File: src/hw/rtl/usc_pkg.sv
package usc_pkg;

  // Default sizes
  localparam int DEF_TABLE_ENTRIES    = 32;
  localparam int DEF_MAX_SUFFIX_CHARS = 10;

  // Suffix key: ten character slots, first character in the top byte
  localparam int KEY_CHARS = 10;
  localparam int KEY_W     = KEY_CHARS * 8;
  localparam int LEN_W     = 4;
  localparam int CNT_W     = 4;

  // Port widths
  localparam int IN_TDATA_W  = 96;
  localparam int OUT_TDATA_W = 8;

  // Input item kinds
  localparam logic [1:0] KIND_BYTE   = 2'd0;
  localparam logic [1:0] KIND_INSERT = 2'd1;
  localparam logic [1:0] KIND_CLEAR  = 2'd2;

  // Commands passed from front to back
  localparam logic [1:0] OP_CLEAR  = 2'd0;
  localparam logic [1:0] OP_INSERT = 2'd1;
  localparam logic [1:0] OP_LOOKUP = 2'd2;

  // Delimiter tracking
  localparam logic [1:0] DELIM_NONE = 2'd0;
  localparam logic [1:0] DELIM_DOT  = 2'd1;
  localparam logic [1:0] DELIM_PATH = 2'd2;

  // Insert status codes
  localparam logic [1:0] ST_INSERTED = 2'd0;
  localparam logic [1:0] ST_DUP      = 2'd1;
  localparam logic [1:0] ST_FULL     = 2'd2;

  // Result kinds
  localparam logic RK_LOOKUP = 1'b0;
  localparam logic RK_INSERT = 1'b1;

  // Characters of interest
  localparam logic [7:0] CHAR_DOT   = 8'h2E;
  localparam logic [7:0] CHAR_SLASH = 8'h2F;
  localparam logic [7:0] CHAR_QMARK = 8'h3F;

  typedef struct packed {
    logic [KEY_W-1:0] key;
    logic [LEN_W-1:0] len;
  } ent_t;

  typedef struct packed {
    logic [1:0] op;
    ent_t       ent;
  } cmd_t;

  // ASCII upper case to lower case, other bytes untouched
  function automatic logic [7:0] fold_char(input logic [7:0] c);
    logic [7:0] r;
    r = c;
    if (c >= 8'h41 && c <= 8'h5A) begin
      r = c + 8'h20;
    end
    return r;
  endfunction

endpackage

File: src/hw/rtl/usc_front.sv
module usc_front
  import usc_pkg::*;
#(
  parameter int MAX_SUFFIX_CHARS = DEF_MAX_SUFFIX_CHARS
) (
  input  logic             clk,
  input  logic             rst_n,
  input  logic             in_valid,
  output logic             in_ready,
  input  logic [1:0]       kind,
  input  logic [7:0]       url_byte,
  input  logic             url_last,
  input  logic [39:0]      chars_front,
  input  logic [39:0]      chars_back,
  input  logic [LEN_W-1:0] entry_len,
  output logic             push_valid,
  input  logic             push_ready,
  output cmd_t             push_cmd
);

  localparam int TAIL_W = MAX_SUFFIX_CHARS * 8;

  // URL stream state; tail holds the newest character in the low byte
  logic [TAIL_W-1:0] tail_r, tail_nxt;
  logic [CNT_W-1:0]  cnt_r, cnt_nxt;
  logic [1:0]        delim_r, delim_nxt;
  logic [7:0]        prev_r, prev_nxt;
  logic              path_r, path_nxt;
  logic              first_r, first_nxt;

  logic              accept;
  logic              is_delim;
  logic [TAIL_W-1:0] tail_upd;
  logic [CNT_W-1:0]  cnt_upd;
  logic [1:0]        delim_upd;
  logic              path_upd;
  logic              hit_ok;
  logic [6:0]        shamt;
  logic [TAIL_W-1:0] tail_sh;
  logic [KEY_W-1:0]  raw_key;
  logic [KEY_W-1:0]  look_key;
  logic [KEY_W-1:0]  ins_raw;
  logic [KEY_W-1:0]  ins_key;
  logic              ins_ok;

  assign in_ready = push_ready;
  assign accept   = in_valid & in_ready;

  // Per-byte update of the stream state
  always_comb begin
    is_delim = (url_byte == CHAR_DOT) || (url_byte == CHAR_SLASH) ||
               (url_byte == CHAR_QMARK);
    path_upd = path_r | (~first_r & ((prev_r == CHAR_QMARK) ||
               ((prev_r == CHAR_SLASH) && (url_byte != CHAR_SLASH))));
    delim_upd = delim_r;
    cnt_upd   = cnt_r;
    if (!first_r && is_delim) begin
      delim_upd = (url_byte == CHAR_DOT) ? DELIM_DOT : DELIM_PATH;
      cnt_upd   = '0;
    end else if (cnt_r < CNT_W'(MAX_SUFFIX_CHARS + 1)) begin
      cnt_upd = cnt_r + CNT_W'(1);
    end
    tail_upd = (tail_r << 8) | TAIL_W'(url_byte);
    hit_ok   = ~first_r & path_upd & (delim_upd == DELIM_DOT) &
               (cnt_upd != '0) & (cnt_upd <= CNT_W'(MAX_SUFFIX_CHARS));
  end

  // Align the characters after the dot to the top of the key, fold case
  always_comb begin
    shamt    = (7'(MAX_SUFFIX_CHARS) - 7'(cnt_upd)) << 3;
    tail_sh  = tail_upd << shamt;
    raw_key  = KEY_W'(tail_sh) << (KEY_W - TAIL_W);
    look_key = '0;
    for (int k = 0; k < KEY_CHARS; k++) begin
      look_key[KEY_W-1-8*k -: 8] = fold_char(raw_key[KEY_W-1-8*k -: 8]);
    end
  end

  // Insert key: folded, characters past the length zeroed
  always_comb begin
    ins_ok  = (entry_len != '0) && (entry_len <= LEN_W'(MAX_SUFFIX_CHARS));
    ins_raw = {chars_front, chars_back};
    ins_key = '0;
    for (int k = 0; k < KEY_CHARS; k++) begin
      if (LEN_W'(k) < entry_len) begin
        ins_key[KEY_W-1-8*k -: 8] = fold_char(ins_raw[KEY_W-1-8*k -: 8]);
      end
    end
  end

  // Item decode
  always_comb begin
    tail_nxt   = tail_r;
    cnt_nxt    = cnt_r;
    delim_nxt  = delim_r;
    prev_nxt   = prev_r;
    path_nxt   = path_r;
    first_nxt  = first_r;
    push_valid = 1'b0;
    push_cmd   = '0;
    if (accept) begin
      unique case (kind)
        KIND_BYTE: begin
          if (url_last) begin
            push_valid       = 1'b1;
            push_cmd.op      = OP_LOOKUP;
            push_cmd.ent.key = look_key;
            push_cmd.ent.len = hit_ok ? LEN_W'(cnt_upd) : '0;
            tail_nxt         = '0;
            cnt_nxt          = '0;
            delim_nxt        = DELIM_NONE;
            prev_nxt         = '0;
            path_nxt         = 1'b0;
            first_nxt        = 1'b1;
          end else begin
            tail_nxt  = tail_upd;
            cnt_nxt   = cnt_upd;
            delim_nxt = delim_upd;
            prev_nxt  = url_byte;
            path_nxt  = path_upd;
            first_nxt = 1'b0;
          end
        end
        KIND_INSERT: begin
          if (ins_ok) begin
            push_valid       = 1'b1;
            push_cmd.op      = OP_INSERT;
            push_cmd.ent.key = ins_key;
            push_cmd.ent.len = entry_len;
          end
        end
        KIND_CLEAR: begin
          push_valid  = 1'b1;
          push_cmd.op = OP_CLEAR;
        end
        default: begin
        end
      endcase
    end
  end

  always_ff @(posedge clk) begin
    if (!rst_n) begin
      tail_r  <= '0;
      cnt_r   <= '0;
      delim_r <= DELIM_NONE;
      prev_r  <= '0;
      path_r  <= 1'b0;
      first_r <= 1'b1;
    end else begin
      tail_r  <= tail_nxt;
      cnt_r   <= cnt_nxt;
      delim_r <= delim_nxt;
      prev_r  <= prev_nxt;
      path_r  <= path_nxt;
      first_r <= first_nxt;
    end
  end

endmodule

File: src/hw/rtl/usc_cmd_queue.sv
module usc_cmd_queue
  import usc_pkg::*;
(
  input  logic clk,
  input  logic rst_n,
  input  logic push_valid,
  output logic push_ready,
  input  cmd_t push_cmd,
  output logic pop_valid,
  input  logic pop_ready,
  output cmd_t pop_cmd
);

  // Two-entry queue between front and back
  cmd_t       slot_r [2];
  logic       wr_ptr_r, wr_ptr_nxt;
  logic       rd_ptr_r, rd_ptr_nxt;
  logic [1:0] fill_r, fill_nxt;
  logic       do_push, do_pop;

  assign push_ready = (fill_r != 2'd2);
  assign pop_valid  = (fill_r != 2'd0);
  assign pop_cmd    = slot_r[rd_ptr_r];
  assign do_push    = push_valid & push_ready;
  assign do_pop     = pop_valid & pop_ready;

  always_comb begin
    wr_ptr_nxt = wr_ptr_r ^ do_push;
    rd_ptr_nxt = rd_ptr_r ^ do_pop;
    fill_nxt   = fill_r + {1'b0, do_push} - {1'b0, do_pop};
  end

  always_ff @(posedge clk) begin
    if (!rst_n) begin
      wr_ptr_r <= 1'b0;
      rd_ptr_r <= 1'b0;
      fill_r   <= 2'd0;
    end else begin
      wr_ptr_r <= wr_ptr_nxt;
      rd_ptr_r <= rd_ptr_nxt;
      fill_r   <= fill_nxt;
    end
  end

  // Payload, no reset
  always_ff @(posedge clk) begin
    if (do_push) begin
      slot_r[wr_ptr_r] <= push_cmd;
    end
  end

endmodule

File: src/hw/rtl/usc_back.sv
module usc_back
  import usc_pkg::*;
#(
  parameter int TABLE_ENTRIES = DEF_TABLE_ENTRIES
) (
  input  logic       clk,
  input  logic       rst_n,
  input  logic       cmd_valid,
  output logic       cmd_ready,
  input  cmd_t       cmd,
  output logic       res_valid,
  input  logic       res_ready,
  output logic       res_kind,
  output logic       res_hit,
  output logic [1:0] res_status
);

  localparam int AW = (TABLE_ENTRIES > 1) ? $clog2(TABLE_ENTRIES) : 1;
  localparam int CW = $clog2(TABLE_ENTRIES + 1);

  localparam logic [1:0] S_IDLE = 2'd0;
  localparam logic [1:0] S_SCAN = 2'd1;
  localparam logic [1:0] S_DONE = 2'd2;

  logic [1:0]    state_r, state_nxt;
  logic [CW-1:0] count_r, count_nxt;
  logic [CW-1:0] issue_r, issue_nxt;
  logic          rd_vld_r, rd_vld_nxt;
  logic          hit_r, hit_nxt;
  cmd_t          cmd_r, cmd_nxt;
  logic          out_valid_r, out_valid_nxt;
  logic          out_kind_r, out_kind_nxt;
  logic          out_hit_r, out_hit_nxt;
  logic [1:0]    out_status_r, out_status_nxt;

  // Suffix table
  ent_t          mem [TABLE_ENTRIES];
  ent_t          rd_data_r;
  logic          rd_en;
  logic [AW-1:0] rd_addr;
  logic          wr_en;
  logic [AW-1:0] wr_addr;
  logic          match;

  assign res_valid  = out_valid_r;
  assign res_kind   = out_kind_r;
  assign res_hit    = out_hit_r;
  assign res_status = out_status_r;

  assign match = rd_vld_r && (rd_data_r == cmd_r.ent);

  // Sequencer: pop a command; a clear empties the table, others sweep the table and post the result
  always_comb begin
    state_nxt      = state_r;
    count_nxt      = count_r;
    issue_nxt      = issue_r;
    rd_vld_nxt     = 1'b0;
    hit_nxt        = hit_r;
    cmd_nxt        = cmd_r;
    out_valid_nxt  = out_valid_r & ~res_ready;
    out_kind_nxt   = out_kind_r;
    out_hit_nxt    = out_hit_r;
    out_status_nxt = out_status_r;
    cmd_ready      = 1'b0;
    rd_en          = 1'b0;
    rd_addr        = issue_r[AW-1:0];
    wr_en          = 1'b0;
    wr_addr        = count_r[AW-1:0];
    unique case (state_r)
      S_IDLE: begin
        cmd_ready = 1'b1;
        if (cmd_valid) begin
          if (cmd.op == OP_CLEAR) begin
            count_nxt = '0;
          end else begin
            cmd_nxt   = cmd;
            issue_nxt = '0;
            hit_nxt   = 1'b0;
            state_nxt = S_SCAN;
          end
        end
      end
      S_SCAN: begin
        if (issue_r < count_r) begin
          rd_en      = 1'b1;
          issue_nxt  = issue_r + CW'(1);
          rd_vld_nxt = 1'b1;
        end
        if (match) begin
          hit_nxt = 1'b1;
        end
        if ((issue_r == count_r) && !rd_vld_r) begin
          state_nxt = S_DONE;
        end
      end
      S_DONE: begin
        if (!out_valid_r || res_ready) begin
          out_valid_nxt  = 1'b1;
          out_hit_nxt    = 1'b0;
          out_status_nxt = ST_INSERTED;
          if (cmd_r.op == OP_INSERT) begin
            out_kind_nxt = RK_INSERT;
            if (hit_r) begin
              out_status_nxt = ST_DUP;
            end else if (count_r >= CW'(TABLE_ENTRIES)) begin
              out_status_nxt = ST_FULL;
            end else begin
              wr_en     = 1'b1;
              count_nxt = count_r + CW'(1);
            end
          end else begin
            out_kind_nxt = RK_LOOKUP;
            out_hit_nxt  = hit_r;
          end
          state_nxt = S_IDLE;
        end
      end
      default: begin
        state_nxt = S_IDLE;
      end
    endcase
  end

  always_ff @(posedge clk) begin
    if (!rst_n) begin
      state_r     <= S_IDLE;
      count_r     <= '0;
      issue_r     <= '0;
      rd_vld_r    <= 1'b0;
      hit_r       <= 1'b0;
      out_valid_r <= 1'b0;
    end else begin
      state_r     <= state_nxt;
      count_r     <= count_nxt;
      issue_r     <= issue_nxt;
      rd_vld_r    <= rd_vld_nxt;
      hit_r       <= hit_nxt;
      out_valid_r <= out_valid_nxt;
    end
  end

  // Payload registers
  always_ff @(posedge clk) begin
    cmd_r        <= cmd_nxt;
    out_kind_r   <= out_kind_nxt;
    out_hit_r    <= out_hit_nxt;
    out_status_r <= out_status_nxt;
  end

  // Table memory: one write port, one registered read port
  always_ff @(posedge clk) begin
    if (wr_en) begin
      mem[wr_addr] <= cmd_r.ent;
    end
    if (rd_en) begin
      rd_data_r <= mem[rd_addr];
    end
  end

endmodule

File: src/hw/rtl/url_suffix_classifier.sv
// Non-final URL bytes: one transaction per cycle while the command queue has
// room, no result. Final byte or insert of a valid length: out_tvalid is set
// after a sweep of the suffix table, one entry per cycle through its single
// read port. Clear: empties the table in the back end, no result. A two-entry
// queue lets bytes keep arriving while the back end sweeps. Reset (rst_n low,
// synchronous) empties the table and returns the URL state to a URL start.
module url_suffix_classifier
  import usc_pkg::*;
#(
  parameter int TABLE_ENTRIES    = DEF_TABLE_ENTRIES,
  parameter int MAX_SUFFIX_CHARS = DEF_MAX_SUFFIX_CHARS
) (
  input  logic                   clk,
  input  logic                   rst_n,
  input  logic                   in_tvalid,
  output logic                   in_tready,
  // url_byte[7:0], entry_chars_front[47:8], entry_chars_back[87:48],
  // entry_length[91:88], zero pad
  input  logic [IN_TDATA_W-1:0]  in_tdata,
  input  logic [1:0]             in_tuser,   // kind
  input  logic                   in_tlast,   // url_last
  output logic                   out_tvalid,
  input  logic                   out_tready,
  // is_download[0], insert_status[2:1], zero pad
  output logic [OUT_TDATA_W-1:0] out_tdata,
  output logic                   out_tuser   // result_kind
);

  logic       q_push_valid, q_push_ready;
  cmd_t       q_push_cmd;
  logic       q_pop_valid, q_pop_ready;
  cmd_t       q_pop_cmd;
  logic       res_hit;
  logic [1:0] res_status;

  usc_front #(
    .MAX_SUFFIX_CHARS(MAX_SUFFIX_CHARS)
  ) u_front (
    .clk        (clk),
    .rst_n      (rst_n),
    .in_valid   (in_tvalid),
    .in_ready   (in_tready),
    .kind       (in_tuser),
    .url_byte   (in_tdata[7:0]),
    .url_last   (in_tlast),
    .chars_front(in_tdata[47:8]),
    .chars_back (in_tdata[87:48]),
    .entry_len  (in_tdata[91:88]),
    .push_valid (q_push_valid),
    .push_ready (q_push_ready),
    .push_cmd   (q_push_cmd)
  );

  usc_cmd_queue u_queue (
    .clk       (clk),
    .rst_n     (rst_n),
    .push_valid(q_push_valid),
    .push_ready(q_push_ready),
    .push_cmd  (q_push_cmd),
    .pop_valid (q_pop_valid),
    .pop_ready (q_pop_ready),
    .pop_cmd   (q_pop_cmd)
  );

  usc_back #(
    .TABLE_ENTRIES(TABLE_ENTRIES)
  ) u_back (
    .clk       (clk),
    .rst_n     (rst_n),
    .cmd_valid (q_pop_valid),
    .cmd_ready (q_pop_ready),
    .cmd       (q_pop_cmd),
    .res_valid (out_tvalid),
    .res_ready (out_tready),
    .res_kind  (out_tuser),
    .res_hit   (res_hit),
    .res_status(res_status)
  );

  assign out_tdata = {5'b0, res_status, res_hit};

  // Front stalls only while the queue holds commands
  a_stall_queued: assert property (@(posedge clk) disable iff (!rst_n)
    !in_tready |-> q_pop_valid)
    else $error("input stalled with an empty command queue");

  // An insert status never carries a verdict
  a_ins_no_hit: assert property (@(posedge clk) disable iff (!rst_n)
    out_tvalid && (out_tuser == RK_INSERT) |-> !out_tdata[0])
    else $error("insert status with verdict bit set");

  // A verdict never carries an insert status
  a_look_no_status: assert property (@(posedge clk) disable iff (!rst_n)
    out_tvalid && (out_tuser == RK_LOOKUP) |-> (out_tdata[2:1] == ST_INSERTED))
    else $error("verdict with insert status set");

  // No command leaves the queue while a table sweep is still running
  a_push_pop: assert property (@(posedge clk) disable iff (!rst_n)
    q_pop_valid && q_pop_ready && (q_pop_cmd.op != OP_CLEAR) |=> !q_pop_ready)
    else $error("back end took two commands in a row");

endmodule

File: config.mk
export PLATFORM = sky130hd
export DESIGN_NAME = url_suffix_classifier
export DESIGN_NICKNAME = d
export VERILOG_FILES = /design/src/hw/rtl/usc_pkg.sv /design/src/hw/rtl/usc_front.sv /design/src/hw/rtl/usc_cmd_queue.sv /design/src/hw/rtl/usc_back.sv /design/src/hw/rtl/url_suffix_classifier.sv
export SDC_FILE = /design/constraint.sdc
export NUM_CORES = 2
export LEC_CHECK = 0
export BUFFER_PORTS_ARGS = -buffer_cell sky130_fd_sc_hd__buf_2
export CAP_MARGIN = 25
export CORE_MARGIN = 4
export CORE_UTILIZATION = 55
export CTS_BUF_LIST = sky130_fd_sc_hd__clkbuf_4 sky130_fd_sc_hd__clkbuf_8 sky130_fd_sc_hd__clkbuf_16
export CTS_CLUSTER_SIZE = 40
export DETAILED_ROUTE_END_ITERATION = 7
export HOLD_SLACK_MARGIN = 0.1
export PLACE_DENSITY_LB_ADDON = 0.08
export SETUP_SLACK_MARGIN = 0.5
export SLEW_MARGIN = 20
export SYNTH_ARGS = -nofsm -noshare
export SYNTH_HDL_FRONTEND = slang
export SYNTH_SLANG_ARGS = --single-unit
File: constraint.sdc
create_clock -name clk -period 6.7 [get_ports clk]
set_clock_uncertainty 0.15 [all_clocks]
set_input_delay 0.67 -clock clk [delete_from_list [all_inputs] [get_ports clk]]
set_output_delay 0.67 -clock clk [all_outputs]
set_load 0.005 [all_outputs]
* After elaboration in Yosys (flattened, before gate mapping)
Memories as Yosys holds them, arrays and structs flattened. A register that Yosys moved wholly into a read port is not among the register bits.
Index checks and enable logic that the tools add are counted.
** Storage, ports and cells
- Flip-flop bits (word level) :: 199
- Memory bits (writable) :: 2860
- Input bits :: 103
- Output and inout port bits :: 11
- Logic and storage cells :: 283
- Memories :: 2
** Memory list
- u_back.mem :: words 32, bits a word 84, rd ports 1, clocked after Yosys merged registers in 1, wr ports 1, line usc_back.sv:37 : ent_t mem [TABLE_ENTRIES];
- u_queue.slot_r :: words 2, bits a word 86, rd ports 1, clocked after Yosys merged registers in 1, wr ports 1, line usc_cmd_queue.sv:15 : cmd_t slot_r [2];
** Cells by class
- Add/subtract/negate cells :: 26
- Magnitude comparators :: 55
- Equal/unequal tests :: 25
- Shift-type cells :: 1
- Multiplexer cells :: 87
- Bitwise logic cells :: 17
- Reductions and logical operators :: 48
** Operators with widths (number)
- $mux W8 :: 31
- $mux W86 :: 2
- $pmux W84 S2 :: 1
- $add A8 B6 Y8 const B :: 20
- $ge A8 B7 Y1 const B :: 20
- $le A8 B7 Y1 const B :: 20
- $mux W85 :: 1
- $eq A84 B84 Y1 :: 1
- $or A80 B8 Y80 :: 1
- $shl A80 B7 Y80 :: 1
- $mux W72 :: 1
- $mux W6 :: 9
- $eq A8 B6 Y1 const B :: 5
- $logic_and A1 B1 Y1 :: 25
- $mux W1 :: 24
- $pmux W6 S2 :: 2
- $lt A3 B4 Y1 const A :: 4
- $mux W2 :: 8
- $mux W4 :: 4
- $add A6 B1 Y6 const B :: 2
- $ne A2 B1 Y1 const B :: 6
- $reduce_and A4 Y1 :: 3
- $ne A2 B2 Y1 const B :: 5
- $and A1 B1 Y1 :: 9
- other kinds (31) :: 54

* Logic depth before layout (Yosys ltp)
- Word-level depth :: 13
- Depth in mapped cells :: 21
- Gate-level depth less buffers :: 15

* Hierarchy
A second synthesis with hierarchy kept.
** Second synthesis, totals
- Cells, all modules :: 5805
- Area, all modules :: 124698.3 µm²
** By module, submodules not included
- usc_back :: instances 1, cells each 4303, area an instance 108898.2 µm², seq. area each 86282.8 µm²
- usc_front :: instances 1, cells each 1198, area an instance 9078.7 µm², seq. area each 1601.5 µm²
- usc_cmd_queue :: instances 1, cells each 297, area an instance 6672.6 µm², seq. area each 5265.0 µm²
- url_suffix_classifier :: instances 1, cells each 7, area an instance 48.8 µm², seq. area each 0.0 µm²

* Least setup slack after synthesis
No wires, ideal clock.
- Path kind :: in2reg
- Start :: in out_tready
- End :: mem u_back.mem[15][0] (netlist bit), enable pin
- Setup time :: 0.527 ns
- Arrival :: 5.122 ns
- Data required time :: 6.023 ns
- Setup slack :: 0.901 ns
- Cell stages on the path :: 5
- Buffers on the path :: 0
- Cells stage by stage :: nand2b_1 > nand2b_1 > nor4_1 > nand2_1 > nor2_1
** Between the ends
- Word-level cells in the longest chain between the ends :: 5
** Ends and longest elaborated chain
- start: declaration :: line url_suffix_classifier.sv:23 : input logic out_tready,
- $logic_or A1 B1 Y1 :: line usc_back.sv:97 : if (!out_valid_r || res_ready) begin
- $mux W1 :: line usc_back.sv:97
- $mux W1 :: line usc_back.sv:69 : unique case (state_r)
- $mux W1 :: line usc_back.sv:152 : if (wr_en) begin
- $mux W1 (implied by the code) :: line usc_back.sv:153 : mem[wr_addr] <= cmd_r.ent;
- end: declaration :: line usc_back.sv:37
Every way passes these cells.

==> flow_summary.yaml <==
power:
  seq_power_share: 0.540
  internal_power_uw: 34000
  power_switching_uw: 9510
  ir_worst_vdd_mv: 0.222
  leakagePower_uw: 0.0433
  combPwrFrac: 0.053
  swShare: 0.219
  pwr-share-clk: 0.407
  powerDensity_nw_per_um2: 310
floorplanning:
  start_util: 0.555
  coreArea_um2: 223000
  die_area_um2: 233000
  rows: 173
  die_w_um: 482
  io_pins: 114
  die_h_um: 482
critical_path:
  max_stage_delay_ns: 0.64
  crit_type: "register to register"
  reg2reg_from: "u_front.cnt_r[0]$_SDFFE_PN0P_"
  cp_cell_sequence: "ha_1 > o21ai_4 > xnor2_2 > nor2_4 > ha_2 > buf_4 > mux4_2 > a22oi_1 > o21ai_0 > or4_1 > and3_4 > o31a_1"
  arrival_ns: 5.71
  startpoint_type: "register"
  worst_path_max_delay_cell: "ha_2"
  crit_fanout: 16
  regToRegSetupSlack_ns: 1.49
  crit_start: "u_front.cnt_r[0]$_SDFFE_PN0P_"
  crit_required_ns: 7.19
  end_kind: "register"
place:
  portBuffers: 104
  gp_congestion: 0.947
  place_inst: 8683
  dp_hpwl_um: 179000
detailed_routing:
  via_per_inst: 6.65
  finalWirelength_um: 327000
  route.detailed.drc: 0
  drtIter0Drc: 8176
  dr_total_vias: 62092
  ant_nets: 0
  wl_per_cell_um: 35.0
  dr.pass1.iters: 8
sta:
  rsz0062_at_grt: "no"
  fin_crit_ns: 5.21
  worst_pin_slew_ns: 1.12
  setup_viol: 0
  timing_hold_violations_final: 0
  finalCritPeriodShare: 0.778
  fmax_ghz: 0.192
  tns_ns: 0
  slew_headroom: 0.251
  final_max_slew_viol_count: 0
final_layout:
  layout-drive-gt1-share: 0.310
  area_growth_pct: 13.6
  final_cell_mix: "edfxtp_1 (3,034), mux4_2 (890), clkbuf_16 (338)"
  final_common_cell: "edfxtp_1"
  final_cells: 9333
  nets: 6250
logic_synthesis:
  yosys.cell_types.count: 82
  netlist_area_um2: 124000
  synth_seq_area_share: 0.753
  async_flop_share: 0
  yosys_most_used_dff: "edfxtp_1"
  synth-edff-count: 3034
  yosys_warnings: 0
  syn_avg_cell_area_um2: 21.6
  synth_cells: 5731
  ys_seq_elements: 3136
hold_path:
  hold_class: "input pin to register"
  min_from: "in_tdata[51]"
clocking:
  post_cts_buffers: 0
  worstSkewPairLatency_ns: 0.94
  ctsResizeCount: 0
  cts_root_buf: "clkbuf_16"
  worst_setup_hold_path_clk_slew_ns: 0.06
  cts.path.max_buffers: 4
  cts_inserted_buffers: 332
  tritoncts: "built"
  postCtsHoldBufs: 25
  cts_max_level: 5
  clock-sinks: 3136
global_routing:
  grt_max_degree: 123
  grt_util_all_layers: 0.284
  first_global_vias: 61630
  grt_overflow: 0
  grt_pass1_wl_um: 464000
  antenna_found_initial: 11
status:
  outcome: "finished, final reports clean"
job:
  cap_viol_max_count: 0
-- power by group through the flow --
stage	logic [uW]	registers (uW)	clock network, uW
6_report	2320	23500	17700
5_1_grt	2480	23500	18800
4_1_cts	1720	23900	18000
3_5_place_dp	1700	24300	0
3_3_place_gp	1590	24300	0
2_1_floorplan	780	24000	0
-- synthesized netlist by cell type (6+ instances only) --
cell type,number,share of area
a22oi_1,55,0.0033
a22o_1,10,0.00071
a21oi_1,160,0.0065
nor4_1,18,0.00091
nand2b_1,18,0.00091
mux4_2,890,0.16
o2bb2ai_1,7,0.00050
o22ai_1,29,0.0015
clkbuf_1,216,0.0066
nor3_1,21,0.00085
a21o_1,12,0.00073
a31o_2,6,0.00042
nand3_1,45,0.0018
nand2_1,106,0.0032
o21a_1,10,0.00061
buf_2,13,0.00053
ha_1,39,0.0039
buf_1,75,0.0023
edfxtp_1,3034,0.74
nand4_1,18,0.00091
xnor2_1,19,0.0013
inv_1,74,0.0022
xor2_1,37,0.0026
o31a_1,6,0.00042
o211ai_1,10,0.00061
mux2i_1,20,0.0016
buf_4,10,0.00061
dfxtp_1,102,0.017
a221oi_1,12,0.00085
and2_1,9,0.00046
a32oi_1,11,0.00078
nor2_1,249,0.0076
o21ai_0,32,0.0013
nor4b_1,9,0.00064
nor3b_1,73,0.0044
or4_1,14,0.00085
mux2_2,173,0.016
-- cell type report --
class / count / area (um^2)
Antenna cell: 3 / 7.51
Clock buffer: 420 / 9090
Clock inverter: 161 / 1360
Fill cell: 15180 / 82400
Inverter: 76 / 295
Multi-Input combinational cell: 2205 / 29300
Sequential cell: 3136 / 93200
Tap cell: 2975 / 3720
Timing Repair Buffer: 357 / 3640
-- critical path, delay by kind of cell (launching register included) --
family | cells | cell delay (ns)
compound gates | 4 | 1.16
fa+ha+maj | 2 | 1.04
simple gates | 3 | 0.83
flops | 1 | 0.58
xor+xnor | 1 | 0.56
mux | 1 | 0.33
buf+inv | 1 | 0.28
-- state kept, by name, indices dropped and copies added, names as in the netlist, named ones only --
name / flops
u_back.hit_r: 1
u_back.cmd_r: 86
u_back.res_hit: 1
u_back.state_r: 2
u_back.res_valid: 1
u_back.count_r: 6
u_back.issue_r: 6
u_front.prev_r: 7
u_queue.rd_ptr_r: 1
u_front.path_r: 1
u_front.delim_r: 2
u_queue.wr_ptr_r: 1
u_front.tail_r: 65
u_back.rd_data_r: 84
u_front.cnt_r: 4
u_back.rd_vld_r: 1
u_front.first_r: 1
u_back.mem: 2688
u_back.res_status: 2
u_queue.fill_r: 2
u_queue.slot_r: 172
u_back.res_kind: 1
-- worst paths after layout --
check	cells past startpoint	endpoint
hold / removal	3	u_queue.slot_r[0][7]$_DFFE_PP_
setup reg to reg	12	u_queue.slot_r[1][73]$_DFFE_PP_
hold reg to reg	2	u_front.delim_r[1]$_SDFFE_PN0P_
setup / recovery	12	u_queue.slot_r[1][73]$_DFFE_PP_
-- metal layers --
| layer | vias up | part of all wire | track usage |
|---|---|---|---|
| met5 | - | 0.00012 | 0 |
| met4 | 6 | 0.026 | 0.0718 |
| met3 | 502 | 0.083 | 0.0438 |
| met2 | 3030 | 0.46 | 0.424 |
| met1 | 33670 | 0.43 | 0.448 |
| li1 | 24884 | - | - |
-- per-stage QoR --
step / hold WS [ns] / area, um^2 / worst slack [ns] / utilization / power (uW)
floorplan: 0.301 / 124000 / 0.901 / - / 24800
global placement: 0.313 / 129000 / 1.30 / 0.579 / 25900
detailed placement: 0.324 / 129000 / 1.27 / 0.580 / 26000
CTS: 0.101 / 140000 / 1.50 / 0.628 / 43600
global route: 0.151 / 141000 / 1.26 / 0.630 / 44800
finish: 0.159 / 141000 / 1.49 / 0.630 / 43500
-- cell families (layout without fill, tap and decap cells) --
| group | Yosys count | in the layout | synth area share |
|---|---|---|---|
| AOI/OAI and AO/OA | 410 | 410 | 0.0217 |
| xor gates and xnor gates | 57 | 57 | 0.00410 |
| other | 1 | 8 | 0.0000303 |
| buffers and inverters | 394 | 1014 | 0.0127 |
| muxes | 1085 | 1085 | 0.180 |
| adders and majority gates | 39 | 39 | 0.00394 |
| DFF | 3136 | 3136 | 0.753 |
| and+or+nand+nor | 609 | 609 | 0.0246 |
(Power assumes the default switching activity.)
